<file path="src/sv/lzwc_pkg.sv">
// Shared types and constants for the LZ window copy decoder.
package lzwc_pkg;

    // Field widths of the stream payloads
    localparam int CMD_W     = 2;
    localparam int LIT_W     = 8;
    localparam int POS_W     = 17;
    localparam int LEN_W     = 10;
    localparam int S_TDATA_W = 40;   // literal + position + length, padded to bytes
    localparam int M_TDATA_W = 8;
    localparam int M_TUSER_W = 2;

    // Token commands on the input stream
    localparam logic [CMD_W-1:0] CMD_LITERAL  = 2'd0;
    localparam logic [CMD_W-1:0] CMD_MATCH    = 2'd1;
    localparam logic [CMD_W-1:0] CMD_END      = 2'd2;
    localparam logic [CMD_W-1:0] CMD_RESERVED = 2'd3;

    // Work kinds handed from front to back
    typedef logic [1:0] t_kind;
    localparam t_kind KIND_LIT  = 2'd0;
    localparam t_kind KIND_COPY = 2'd1;
    localparam t_kind KIND_END  = 2'd2;
    localparam t_kind KIND_ERR  = 2'd3;

    // Bit positions in the result tuser
    localparam int TUSER_ERR_BIT = 0;
    localparam int TUSER_END_BIT = 1;

    // Token queue between front and back
    localparam int QUEUE_DEPTH = 2;
    localparam int QUEUE_AW    = 1;
    localparam int QUEUE_CW    = 2;

    typedef struct packed {
        t_kind              kind;
        logic [LIT_W-1:0]   lit;
        logic [POS_W-1:0]   pos;
        logic [LEN_W-1:0]   len;
    } t_token;

endpackage

</file>
<file path="src/sv/lzwc_queue.sv">
// Two-entry token queue between front end and back end.
module lzwc_queue
    import lzwc_pkg::*;
(
    input  logic   i_clk,
    input  logic   i_rst_n,
    input  logic   i_push,
    input  t_token i_tok,
    output logic   o_full,
    input  logic   i_pop,
    output logic   o_valid,
    output t_token o_tok
);

    t_token               r_mem [QUEUE_DEPTH];
    logic [QUEUE_AW-1:0]  r_wr_ptr, n_wr_ptr;
    logic [QUEUE_AW-1:0]  r_rd_ptr, n_rd_ptr;
    logic [QUEUE_CW-1:0]  r_count,  n_count;
    logic                 do_push, do_pop;

    assign o_full  = (r_count == QUEUE_CW'(QUEUE_DEPTH));
    assign o_valid = (r_count != '0);
    assign o_tok   = r_mem[r_rd_ptr];
    assign do_push = i_push && !o_full;
    assign do_pop  = i_pop && o_valid;

    always_comb begin
        n_wr_ptr = do_push ? r_wr_ptr + 1'b1 : r_wr_ptr;
        n_rd_ptr = do_pop  ? r_rd_ptr + 1'b1 : r_rd_ptr;
        n_count  = r_count;
        if (do_push && !do_pop) begin
            n_count = r_count + 1'b1;
        end else if (do_pop && !do_push) begin
            n_count = r_count - 1'b1;
        end
    end

    always_ff @(posedge i_clk) begin
        if (!i_rst_n) begin
            r_wr_ptr <= '0;
            r_rd_ptr <= '0;
            r_count  <= '0;
        end else begin
            r_wr_ptr <= n_wr_ptr;
            r_rd_ptr <= n_rd_ptr;
            r_count  <= n_count;
        end
    end

    always_ff @(posedge i_clk) begin
        if (do_push) begin
            r_mem[r_wr_ptr] <= i_tok;
        end
    end

endmodule

</file>
<file path="config.mk">
export PLATFORM = sky130hd
export DESIGN_NAME = lzwc_queue
export DESIGN_NICKNAME = d
export VERILOG_FILES = /design/src/sv/lzwc_pkg.sv /design/src/sv/lzwc_queue.sv
export SDC_FILE = /design/constraint.sdc
export NUM_CORES = 1
export LEC_CHECK = 0
export BUFFER_PORTS_ARGS = -buffer_cell sky130_fd_sc_hd__buf_2
export CAP_MARGIN = 20
export CELL_PAD_IN_SITES_DETAIL_PLACEMENT = 0
export CELL_PAD_IN_SITES_GLOBAL_PLACEMENT = 1
export CORE_ASPECT_RATIO = 2
export CORE_UTILIZATION = 39
export CTS_CLUSTER_SIZE = 8
export DETAILED_ROUTE_END_ITERATION = 7
export PLACE_DENSITY_LB_ADDON = 0.1
export SETUP_SLACK_MARGIN = 0.3
export SYNTH_ARGS = -nofsm -noshare
export SYNTH_HDL_FRONTEND = slang
export SYNTH_SLANG_ARGS = --single-unit
</file>
<file path="constraint.sdc">
create_clock -name i_clk -period 2.6 [get_ports i_clk]
set_input_delay 0.39 -clock i_clk [delete_from_list [all_inputs] [get_ports i_clk]]
set_output_delay 0.39 -clock i_clk [all_outputs]
set_load 0.005 [all_outputs]
</file>
# ---- Yosys cells after proc, flatten, opt, wreduce, memory -nomap -nowiden
# Memories as Yosys holds them, arrays and structs flattened. A register that Yosys moved wholly into a read port is not among the register bits.
# Index checks and enable logic that the tools add are counted.
dict set report word_totals {
  rom_bits 0
  latch_bits 0
  reg_bits 4
  mem_count 1
  inputBits 41
  wordCells 24
  mem_bits_rw 74
}
dict set report op_classes {
  reduce_logical 9
  muxes 6
  n_div 0
  mul 0
  add_sub_neg 4
  n_bitwise 0
  n_eq_ne 1
  shifts 0
  n_lt_le_gt_ge 0
}
# memory words width read_ports rd_ports_with_merged_regs write_ports line_no
set memory_table {}
lappend memory_table {r_mem 2 37 1 1 1 lzwc_queue.sv:15} ;# t_token r_mem [QUEUE_DEPTH];
# cell count
set op_table {}
lappend op_table {{logical AND 1 bit} 4}
lappend op_table {{2-to-1 mux 1 bit} 4}
lappend op_table {{2-to-1 mux 2 bit} 2}
lappend op_table {{nonzero test 2 bit} 2}
lappend op_table {{zero test 1 bit} 3}
lappend op_table {{adder 1 bit (second input constant)} 2}
lappend op_table {{adder 2 x 1 -> 2 bit (second input constant)} 1}
lappend op_table {{== test 2 bit (second input constant)} 1}
lappend op_table {{subtractor 2 x 1 -> 2 bit (second input constant)} 1}

# ---- Depth between registers and ports, before layout
dict set report depth {
  ltp_word 7
  depth_mapped 7
}

# ---- Worst setup path before layout
# Ideal clock, no wire load.
dict set report synth_timing {
  path_type {reg2reg}
  start {register r_count[0]}
  end {memory r_mem[0][0] (netlist name), enable pin}
  arrival_time_ns 2.060
  required_ns 2.173
  path_stages_with_launch 4
  setup_slack_ns 0.114
  n_path_buf 0
  period_less_slack_ns 2.486
  path_cell_list {dfxtp_1 -> nand2b_1 -> inv_2 -> nor3_2}
}
dict set report synth_between {
  elab_chain_cells 5
}
# item line_no
set synth_rtl {}
lappend synth_rtl {{start, declared} lzwc_queue.sv:18} ;# logic [QUEUE_CW-1:0] r_count, n_count;
lappend synth_rtl {{start signal, assigned} lzwc_queue.sv:46} ;# r_count <= n_count;
lappend synth_rtl {{== test 2 bit} lzwc_queue.sv:21} ;# assign o_full = (r_count == QUEUE_CW'(QUEUE_DEPTH));
lappend synth_rtl {{via o_full} lzwc_queue.sv:9} ;# output logic o_full,
lappend synth_rtl {{zero test 1 bit} lzwc_queue.sv:24} ;# assign do_push = i_push && !o_full;
lappend synth_rtl {{logical AND 1 bit} lzwc_queue.sv:24}
lappend synth_rtl {{2-to-1 mux 1 bit} lzwc_queue.sv:51} ;# if (do_push) begin
lappend synth_rtl {{2-to-1 mux 1 bit (implied by the code)} lzwc_queue.sv:52} ;# r_mem[r_wr_ptr] <= i_tok;
lappend synth_rtl {{end, declared} lzwc_queue.sv:15}
# The timed path passes the listed nets, and every way through them passes these cells.

==> metrics.txt <==
Setup Skew 0.00474 ns; worst r2r path cells 6; total track usage 0.144; RR Endpoint r_count[1]$_SDFFE_PN0P_; max_cap viols 0; CP Buf/Inv Count 2; Clock Latency Late Sink 0.32 ns; post-route setup TNS 0 ns; worst slew margin relative to its limit 0.664; Rows 44; global route overflow 0; vias in the first global route 1707; number of I/O pins 80; critical path's top delay family flip-flops; Design Area, Final 3730 µm²; Yosys cell types 22; syn_area_per_cell 20.8 µm²; final WL 5050 µm; FILL cells 655; share of cells above drive strength 1 0.596; total power 3680 µW; Initial DRC Count 57; Area growth, synth to finish 27.9%; largest net degree at the start of global routing 38; die width 63.1 µm; Mapped Area 2910 µm²; Hold Startpoint i_tok[25]; fin nets 272; Non-Filler Instances 327; Die H 124 µm; # setup viols final 0; Max stage delay on crit path 0.62 ns; CP max stage cell dfxtp_2; Worst-Margin Slew 0.503 ns; #FFs+latches synth 79; sequential share of the synthesized area 0.797; CTS tree yes; Endpoint, Worst Hold r_mem[1][25]$_DFFE_PP_; Antenna diodes 0; vias 1525; Max Root-Sink Buffers 2; Worst setup EP type primary output; Inst Count DP 311; status finished clean; CTS Buf Count 9; Post-CTS Hold Buffers 0; Avg Vias per Cell 4.66; first-pass GRT wire length 8130 µm; Peak VDD IR 527 µV; DR pass1 iterations 4; core area 7270 µm²; Cell Chain, Critical Path buf_12 > mux2_2 > buf_2; Yosys warning total 0; Post-CTS Setup Repair Bufs 0; RSZ-0062 raised after global routing no; Crit Path Category reg2out; crit path launch type register; CTS clk-pin slew, worst paths 0.06 ns; Mapped Cells 140; R2R Setup Slk 0.95 ns; r2r startpoint r_count[0]$_SDFFE_PN0P_; crit path time final 2.04 ns; fmax 491 MHz; Hold Crit Depth 1; number of pins with negative max-slew slack in the final report 0; fin crit share 0.784; Buffers on Ports 79; Die ar. 7840 µm²; htree depth 3; crit-path max FO 19; # DRC 0; CP Data Arrival Time 1.65 ns; pwr dens 987 nW/µm²; hpwl dp 3510 µm; Final Hold Fails 0; Synth Net Count 182; CTS resizes 0; clock sinks 79; root buffer cell clkbuf_16; DR WL/cell 15.4 µm; Routed Antenna Nets 0; Pleak 0.00141 µW; Worst Hold Class in2reg; Final GP Congestion 0.682; Worst Path Required 2.21 ns; antenna violations before repair 0; dpl cell area 3440 µm²; initial core utilization 0.401
-- sequential cells by signal, summed over array words and instances, names as in the netlist, named ones only --
register	cells
r_mem	74
r_rd_ptr	1
r_count	2
r_wr_ptr	1
-- worst max path at each step --
| stage | startpoint | end | slack (ns) | depth (start not counted) |
|---|---|---|---|---|
| CTS | register | o_tok[8] | 0.51 | 3 |
| global route | register | o_tok[8] | 0.45 | 3 |
| global placement | register | o_tok[20] | 0.89 | 3 |
| finish | register | o_tok[8] | 0.56 | 3 |
| floorplan | r_count[0]$_SDFFE_PN0P_ | r_mem[0][0]$_DFFE_PP_ | 0.68 | 3 |
| detailed placement | register | o_tok[8] | 0.87 | 3 |
-- through the flow --
stage          setup WS [ns]   util  hold WS [ns]
5_1_grt                0.450  0.513         0.237
3_5_place_dp           0.868  0.473         0.540
6_report               0.562  0.513         0.253
2_1_floorplan          0.679      -         0.479
3_3_place_gp           0.893  0.473         0.490
4_1_cts                0.512  0.513         0.238
-- report_power, final --
part,leakage (µW),internal [µW],switching (µW)
logic,0.000536,441,351
registers,0.000733,1600,95.8
clock network,0.000142,739,450
-- placed cells by master (no fill, tap or decap), types with 2 or more instances in the layout --
master	instances
mux2_2	37
clkinv_2	3
dfxtp_1	4
edfxtp_1	74
buf_4	3
clkbuf_16	9
buf_2	79
and2_1	3
xnor2_1	2
-- cell type report --
cell class	count	area, µm²	share of cell area
Tap cell	92	115	0.0309
Sequential cell	79	2320	0.623
Timing Repair Buffer	83	438	0.117
Inverter	2	7.51	0.00201
Multi-Input combinational cell	55	553	0.148
Clock buffer	10	229	0.0614
Clock inverter	6	61.3	0.0164
-- cell families after synthesis --
family | after synthesis | synth area share
AO/OA/AOI/OAI | 5 | 0.0112
XOR/XNOR | 3 | 0.00902
adder cells (fa/ha/maj) | 1 | 0.00429
buffers and inverters | 6 | 0.0159
flip-flops | 79 | 0.797
multiplexers | 37 | 0.143
AND/OR/NAND/NOR | 9 | 0.0198
-- Yosys cell counts --
cell | number | area [µm²]
edfxtp_1 | 74 | 2220
mux2_2 | 37 | 417
dfxtp_1 | 5 | 100
and2_1 | 3 | 18.8
buf_6 | 3 | 33.8
xnor2_1 | 2 | 17.5
a21boi_0 | 1 | 7.51
a21boi_1 | 1 | 7.51
and3_1 | 1 | 6.26
buf_2 | 1 | 5.00
ha_1 | 1 | 12.5
inv_1 | 1 | 3.75
inv_2 | 1 | 3.75
nand2b_1 | 1 | 6.26
nor2_1 | 1 | 3.75
nor3_2 | 1 | 10.0
o21a_1 | 1 | 7.51
o21ai_0 | 1 | 5.00
o21ai_1 | 1 | 5.00
or2_2 | 1 | 6.26
or3_1 | 1 | 6.26
xor2_1 | 1 | 8.76
-- per-layer routing --
layer / GRT usage / wire length, µm / up-vias
met2: 0.251 / 2810 / 57
li1: - / - / 722
met1: 0.140 / 1830 / 731
met4: 0.103 / 172 / 0
met5: 0 / 0 / -
met3: 0.0386 / 243 / 15
No activity file was read; power rests on OpenSTA's default activity.
