==> config.mk <==
export PLATFORM = sky130hd
export DESIGN_NAME = lzwc_front
export DESIGN_NICKNAME = d
export VERILOG_FILES = /design/src/sv/lzwc_pkg.sv /design/src/sv/lzwc_front.sv
export SDC_FILE = /design/constraint.sdc
export NUM_CORES = 1
export LEC_CHECK = 0
export ABC_CLOCK_PERIOD_IN_PS = 1700
export BUFFER_PORTS_ARGS = -buffer_cell sky130_fd_sc_hd__buf_2
export CORE_UTILIZATION = 27
export DETAILED_ROUTE_END_ITERATION = 8
export PLACE_DENSITY = 0.89
export SYNTH_ARGS = -nofsm -noshare
export SYNTH_HDL_FRONTEND = slang
export SYNTH_SLANG_ARGS = --single-unit
==> constraint.sdc <==
create_clock -name vclk -period 1.7
set_input_delay 0.34 -clock vclk [all_inputs]
set_output_delay 0.34 -clock vclk [all_outputs]
set_load 0.005 [all_outputs]
==> src/sv/lzwc_pkg.sv <==
// Shared types and constants for the LZ window copy decoder.
package lzwc_pkg;

    // Field widths of the stream payloads
    localparam int CMD_W     = 2;
    localparam int LIT_W     = 8;
    localparam int POS_W     = 17;
    localparam int LEN_W     = 10;
    localparam int S_TDATA_W = 40;   // literal + position + length, padded to bytes
    localparam int M_TDATA_W = 8;
    localparam int M_TUSER_W = 2;

    // Token commands on the input stream
    localparam logic [CMD_W-1:0] CMD_LITERAL  = 2'd0;
    localparam logic [CMD_W-1:0] CMD_MATCH    = 2'd1;
    localparam logic [CMD_W-1:0] CMD_END      = 2'd2;
    localparam logic [CMD_W-1:0] CMD_RESERVED = 2'd3;

    // Work kinds handed from front to back
    typedef logic [1:0] t_kind;
    localparam t_kind KIND_LIT  = 2'd0;
    localparam t_kind KIND_COPY = 2'd1;
    localparam t_kind KIND_END  = 2'd2;
    localparam t_kind KIND_ERR  = 2'd3;

    // Bit positions in the result tuser
    localparam int TUSER_ERR_BIT = 0;
    localparam int TUSER_END_BIT = 1;

    // Token queue between front and back
    localparam int QUEUE_DEPTH = 2;
    localparam int QUEUE_AW    = 1;
    localparam int QUEUE_CW    = 2;

    typedef struct packed {
        t_kind              kind;
        logic [LIT_W-1:0]   lit;
        logic [POS_W-1:0]   pos;
        logic [LEN_W-1:0]   len;
    } t_token;

endpackage

==> src/sv/lzwc_front.sv <==
// Front end: accepts tokens, classifies them and pushes work into the queue.
module lzwc_front
    import lzwc_pkg::*;
#(
    parameter int MIN_MATCH_LENGTH = 4,
    parameter int MAX_MATCH_LENGTH = 64
) (
    input  logic                 i_s_tvalid,
    output logic                 o_s_tready,
    input  logic [S_TDATA_W-1:0] i_s_tdata,
    input  logic [CMD_W-1:0]     i_s_tuser,
    input  logic                 i_full,
    input  logic                 i_clearing,
    output logic                 o_push,
    output t_token               o_tok
);

    logic [LEN_W-1:0] len;
    logic             accept;

    assign len        = i_s_tdata[LIT_W+POS_W +: LEN_W];
    assign o_s_tready = !i_full && !i_clearing;
    assign accept     = i_s_tvalid && o_s_tready;

    always_comb begin
        o_tok.lit  = i_s_tdata[0 +: LIT_W];
        o_tok.pos  = i_s_tdata[LIT_W +: POS_W];
        o_tok.len  = len;
        o_tok.kind = KIND_LIT;
        o_push     = accept;
        case (i_s_tuser)
            CMD_LITERAL: o_tok.kind = KIND_LIT;
            CMD_END:     o_tok.kind = KIND_END;
            CMD_MATCH: begin
                if (len inside {[MIN_MATCH_LENGTH:MAX_MATCH_LENGTH]}) begin
                    o_tok.kind = KIND_COPY;
                end else begin
                    o_tok.kind = KIND_ERR;
                end
            end
            default: o_push = 1'b0;   // reserved command is consumed and dropped
        endcase
    end

endmodule

Yosys cells after proc, flatten, opt, wreduce, memory -nomap -nowiden

Index checks and enable logic that the tools add are counted.

Add/subtract/negate cells: 0
$mul: 0
Divide/modulo/power cells: 0
Magnitude comparators: 2
Eq/ne operators: 2
Shift-type cells: 0
Multiplexer cells: 3
Bitwise gates (word level): 0
Reductions and logical operators: 7

Operators with widths:

| cell                                                                                 | count |
|---|---|
| 10-bit by 3-bit greater-or-equal comparator with 1-bit output, second input constant | 1 |
| 10-bit by 7-bit less-or-equal comparator with 1-bit output, second input constant    | 1 |
| 2-bit one-hot mux with 2 select lines                                                | 1 |
| 1-bit logical AND                                                                    | 3 |
| 3-bit OR reduction                                                                   | 1 |
| 2-bit by 1-bit == test with 1-bit output, second input constant                      | 1 |
| 2-bit == test, second input constant                                                 | 1 |
| 1-bit logical NOT                                                                    | 2 |
| 2-bit logical NOT                                                                    | 1 |
| 2-bit 2-to-1 mux                                                                     | 1 |
| 1-bit 2-to-1 mux                                                                     | 1 |

Register bits: 0
Latch bits: 0
Memory bits (writable): 0
ROM bits: 0
Bits of input ports: 45
Output and inout port bits: 39
Word-level logic and storage cells: 14
Memories: 0

Logic depth before layout (Yosys ltp)

Gate-level depths: netlist of the first run.

Word-level depth: 4
Gate-level depth with buffers: 4
Depth with buffers taken out: 4

Least setup slack after synthesis of the first run

OpenSTA, ideal clock, no wires.

Kind: input -> output
Start point: in i_s_tdata[25]
End point: out o_tok[36] (netlist bit)
Arrival: 0.939 ns
Required time: 1.360 ns
Setup slack: 0.421 ns
Cell stages on the path: 3
Path buffers: 0
Cell sequence: or3b_1 > mux2i_1 > a211oi_2

RTL lines:

| item               | RTL line         | RTL |
|---|---|---|
| start: declaration | lzwc_front.sv:10 | `input logic [S_TDATA_W-1:0] i_s_tdata,` |
| end: declaration   | lzwc_front.sv:15 | `output t_token o_tok` |

==> flow_summary.json, run 1 <==
{
  "gp_congestion": 0.672,
  "finalWorstSetupSlack_ns": 0.119,
  "wl_per_cell_um": 10.0,
  "grt_max_degree": 5,
  "fill_cells": 157,
  "num_vias": 248,
  "die_height_um": 40.3,
  "overflow": 0,
  "drtAntennaViolNets": 0,
  "die_w_um": 40.3,
  "cp-end-kind": "output pin",
  "top_usage_layer": "met2",
  "ioPinCount": 84,
  "timing.max_cap.violations": 0,
  "synth_top_cell_area_share": 0.665,
  "critical_path_class": "in2out",
  "seq_cell_count": 0,
  "grt_pass1_wl_um": 765,
  "power.leakage_nw": 0.174,
  "synth.most_common_cell": "buf_4",
  "firstDrtPassIters": 1,
  "synthTopCellsByArea": "buf_4, ha_1, nor4_4, a211oi_2, mux2i_1",
  "hp-class": "in2out",
  "met2_usage": 0.153,
  "via_per_inst": 4.28,
  "seqCellArea_um2": 0,
  "cts_resized": 0,
  "synth.distinct_cells": 10,
  "syn_area_per_cell_um2": 8.07,
  "post-route-drc-count": 0,
  "critPathArrivalTime_ns": 1.24,
  "start_util": 0.296,
  "use_met3": 0.0278,
  "timing.fmax_mhz": 632,
  "crit_fanout": 2,
  "initialDrtViolationCount": 0,
  "power_density_nw_per_um2": 199,
  "rows": 13,
  "crit_path_start_kind": "primary input",
  "ys_top_cells_by_count": "buf_4, ha_1, inv_1, nor2_1",
  "io_buffers": 29,
  "cp.required_ns": 1.36,
  "finalNetCount": 94,
  "p_total_mw": 0.0590,
  "core_area_um2": 1330,
  "fp.dieArea_um2": 1620,
  "yosysTopAreaCell": "buf_4",
  "antenna_found_initial": 0,
  "finalSetupViolCount": 0,
  "worst_pin_slew_ns": 0.282,
  "final_util": 0.222,
  "synth_cells": 49,
  "relSlewSlack": 0.811,
  "syn_area_um2": 395,
  "fin_crit_sh": 0.930,
  "outcome": "finished, final reports clean",
  "rsz0062_at_grt": "no",
  "finalHoldViolCount": 0,
  "cts_hold_buffers": 0,
  "grtUsageTotal": 0.0659,
  "grt_pass1_vias": 229,
  "antennaDiodeCount": 0,
  "post-cts-setup-buffers": 0,
  "slew_viol_final": 0,
  "pre_cts_ws_ns": 0.0845,
  "fin_setup_tns_ns": 0,
  "ys_seq_area_frac": 0,
  "wl_um": 582,
  "area_delta_synth_final_pct": -25.0,
  "detailed_place_hpwl_um": 541,
  "groute.layer.met1.usage": 0.0390,
  "yosysWarnings": 0,
  "syn_nets": 98,
  "ir_drop_v": 0.0000575,
  "drive_above_1_share": 0.721,
  "period_minus_slack_ns": 1.58,
  "clock_buffers": 0
}
critical path, stage by stage:
cell      delay, ns
buf_2          0.12
nor4_4         0.28
mux2i_1        0.28
a211oi_2       0.09
buf_2          0.13
cell families after synthesis:
family | after synthesis | share of synthesized area
fa+ha+maj | 4 | 0.127
mux | 1 | 0.0253
simple gates | 6 | 0.133
buf+inv | 37 | 0.684
compound gates | 1 | 0.0316
where the power goes:
part / leakage, nW / internal [mW] / switching, mW
logic: 0.174 / 0.0319 / 0.0271
clock network: 0 / 0 / 0
registers: 0 / 0 / 0
total: 0.174 / 0.0319 / 0.0271
through the flow:
step                hold slack (ns)  cell area, um2  instances
global placement              0.680             297         58
floorplan                     0.707             395         49
detailed placement            0.680             297         58
finish                        0.680             297         58
global route                  0.680             297         58
CTS                           0.680             297         58
final cells by class:
cell class | count | area [um2] | share of cell area
Timing Repair Buffer | 29 | 145 | 0.489
Multi-Input combinational cell | 12 | 125 | 0.422
Tap cell | 15 | 18.8 | 0.0633
Inverter | 2 | 7.51 | 0.0253
path summary, 6_finish.rpt:
kind,start,to,slack (ns),cells after the start
min,i_s_tdata[9],o_tok[11],0.68,0
max,i_s_tdata[30],o_tok[36],0.12,5
metal layers:
metal / part of all wire / vias up
li1: - / 110
met1: 0.28 / 104
met2: 0.48 / 32
met3: 0.23 / 2
met4: 0.014 / 0
met5: 0 / -
placed cells by master (no fill, tap or decap):
| master | n |
|---|---|
| a211oi_2 | 1 |
| buf_2 | 29 |
| ha_1 | 4 |
| inv_1 | 2 |
| mux2i_1 | 1 |
| nor2_1 | 2 |
| nor4_1 | 1 |
| nor4_4 | 1 |
| nor4b_1 | 1 |
| or3b_1 | 1 |
No activity file was read; power rests on OpenSTA's default activity.
==> run 2: changes to the inputs <==
==> constraint.sdc (replaced) <==
create_clock -name vclk -period 1.7
set_input_delay 0.085 -clock vclk [all_inputs]
set_output_delay 0.085 -clock vclk [all_outputs]
set_load 0.005 [all_outputs]
==> run 2 against run 1 <==
  * Sequential cell count unchanged
  * Critical path depth unchanged
  * Total power increased by 0.24%
  * Routed wire length increased by 0.86%
  * Global-route usage increased by 0.34 points
  * First-iteration DRC count unchanged
  * Combinational power about the same
  * Non-clock buffer count unchanged
  * Fmax increased by 47%
  * Sequential share of layout area unchanged
  * Critical endpoint unchanged
==> flow_summary.json, run 2 (synthesized netlist as in run 1, its figures left out) <==
{
  "outcome": "finished, final reports clean",
  "min_from": "i_s_tdata[9]",
  "num_vias": 250,
  "min_to": "o_tok[11]",
  "post-cts-setup-buffers": 0,
  "crit_path_start_kind": "primary input",
  "final_util": 0.222,
  "overflow": 0,
  "cp.required_ns": 1.62,
  "cts_resized": 0,
  "seqCellArea_um2": 0,
  "rsz0062_at_grt": "no",
  "die_w_um": 40.3,
  "initialDrtViolationCount": 0,
  "fill_cells": 156,
  "start_util": 0.296,
  "ioPinCount": 84,
  "drive_above_1_share": 0.721,
  "post-route-drc-count": 0,
  "crit_buf_inv": 2,
  "power.leakage_nw": 0.174,
  "finalNetCount": 94,
  "cp-end-kind": "output pin",
  "gp_congestion": 0.672,
  "grt_max_degree": 5,
  "critPathArrivalTime_ns": 0.99,
  "wl_um": 587,
  "worst_pin_slew_ns": 0.285,
  "core_area_um2": 1330,
  "cts_hold_buffers": 0,
  "hold_depth": 0,
  "whs_ns": 0.170,
  "io_buffers": 29,
  "drtAntennaViolNets": 0,
  "rows": 13,
  "grt_pass1_vias": 228,
  "wl_per_cell_um": 10.1,
  "firstDrtPassIters": 1,
  "slew_viol_final": 0,
  "path_delay_family": "simple AND/OR/NAND/NOR gates",
  "timing.max_cap.violations": 0,
  "finalHoldViolCount": 0,
  "critical_path_class": "in2out",
  "clock_buffers": 0,
  "critPathMostFrequentCell": "buf_2",
  "antenna_found_initial": 0,
  "grtUsageTotal": 0.0693,
  "path_cells": "buf_2 -> nor4_4 -> mux2i_1 -> a211oi_2 -> buf_2",
  "area_delta_synth_final_pct": -25.0,
  "die_height_um": 40.3,
  "via_per_inst": 4.31,
  "antennaDiodeCount": 0,
  "crit_fanout": 2,
  "grt_pass1_wl_um": 807,
  "layout_common_cells": "buf_2, ha_1, inv_1, nor2_1",
  "finalSetupViolCount": 0,
  "crit_slowest_cell": "nor4_4",
  "power_density_nw_per_um2": 199,
  "layout_commonest_cell": "buf_2",
  "slowest_delay_ns": 0.28,
  "relSlewSlack": 0.808,
  "hp-class": "in2out",
  "seq_cell_count": 0,
  "fin_crit_sh": 0.634,
  "ir_drop_v": 0.0000569,
  "period_minus_slack_ns": 1.08,
  "timing.fmax_mhz": 928,
  "fp.dieArea_um2": 1620,
  "fin_setup_tns_ns": 0
}
## run 2: cell counts in the layout (fill, tap and decap cells not counted)
No cell type changed its count.
## run 2: layout make-up
cell class         instances  area, um2  share of cell area
inverters                  2       7.51              0.0253
multi-input cells         12        125               0.422
well taps                 15       18.8              0.0633
repair buffers            29        145               0.489
## run 2: worst max-delay path by stage
| stage | start | to | slack, ns | cells after the start |
|---|---|---|---|---|
| after floorplan | i_s_tdata[25] | o_tok[36] | 0.93 | 3 |
| after global placement | i_s_tdata[25] | o_tok[36] | 0.61 | 5 |
| after detailed placement | i_s_tdata[30] | o_tok[36] | 0.60 | 5 |
| after CTS | i_s_tdata[30] | o_tok[36] | 0.59 | 5 |
| after global routing | i_s_tdata[30] | o_tok[36] | 0.54 | 5 |
| final | i_s_tdata[30] | o_tok[36] | 0.62 | 5 |
## run 2: power breakdown
part	total (mW)	switching [mW]	internal [mW]	leakage, nW
Combinational	0.0591	0.0273	0.0318	0.174
Sequential	0	0	0	0
Clock	0	0	0	0
## run 2: routing by layer
| metal | GRT usage | routed length (um) | up-vias |
|---|---|---|---|
| met5 | 0 | 0 | - |
| met4 | 0.0250 | 8 | 0 |
| li1 | - | - | 109 |
| met1 | 0.0455 | 167 | 107 |
| met3 | 0.0333 | 124 | 2 |
| met2 | 0.153 | 286 | 32 |
## run 2: per-stage QoR
step	instances	instance area [um2]	setup WS (ns)	power, mW
after floorplan	49	395	0.931	0.0819
final	58	297	0.622	0.0591
after global routing	58	297	0.537	0.0693
after detailed placement	58	297	0.596	0.0604
after global placement	58	297	0.608	0.0585
after CTS	58	297	0.594	0.0606
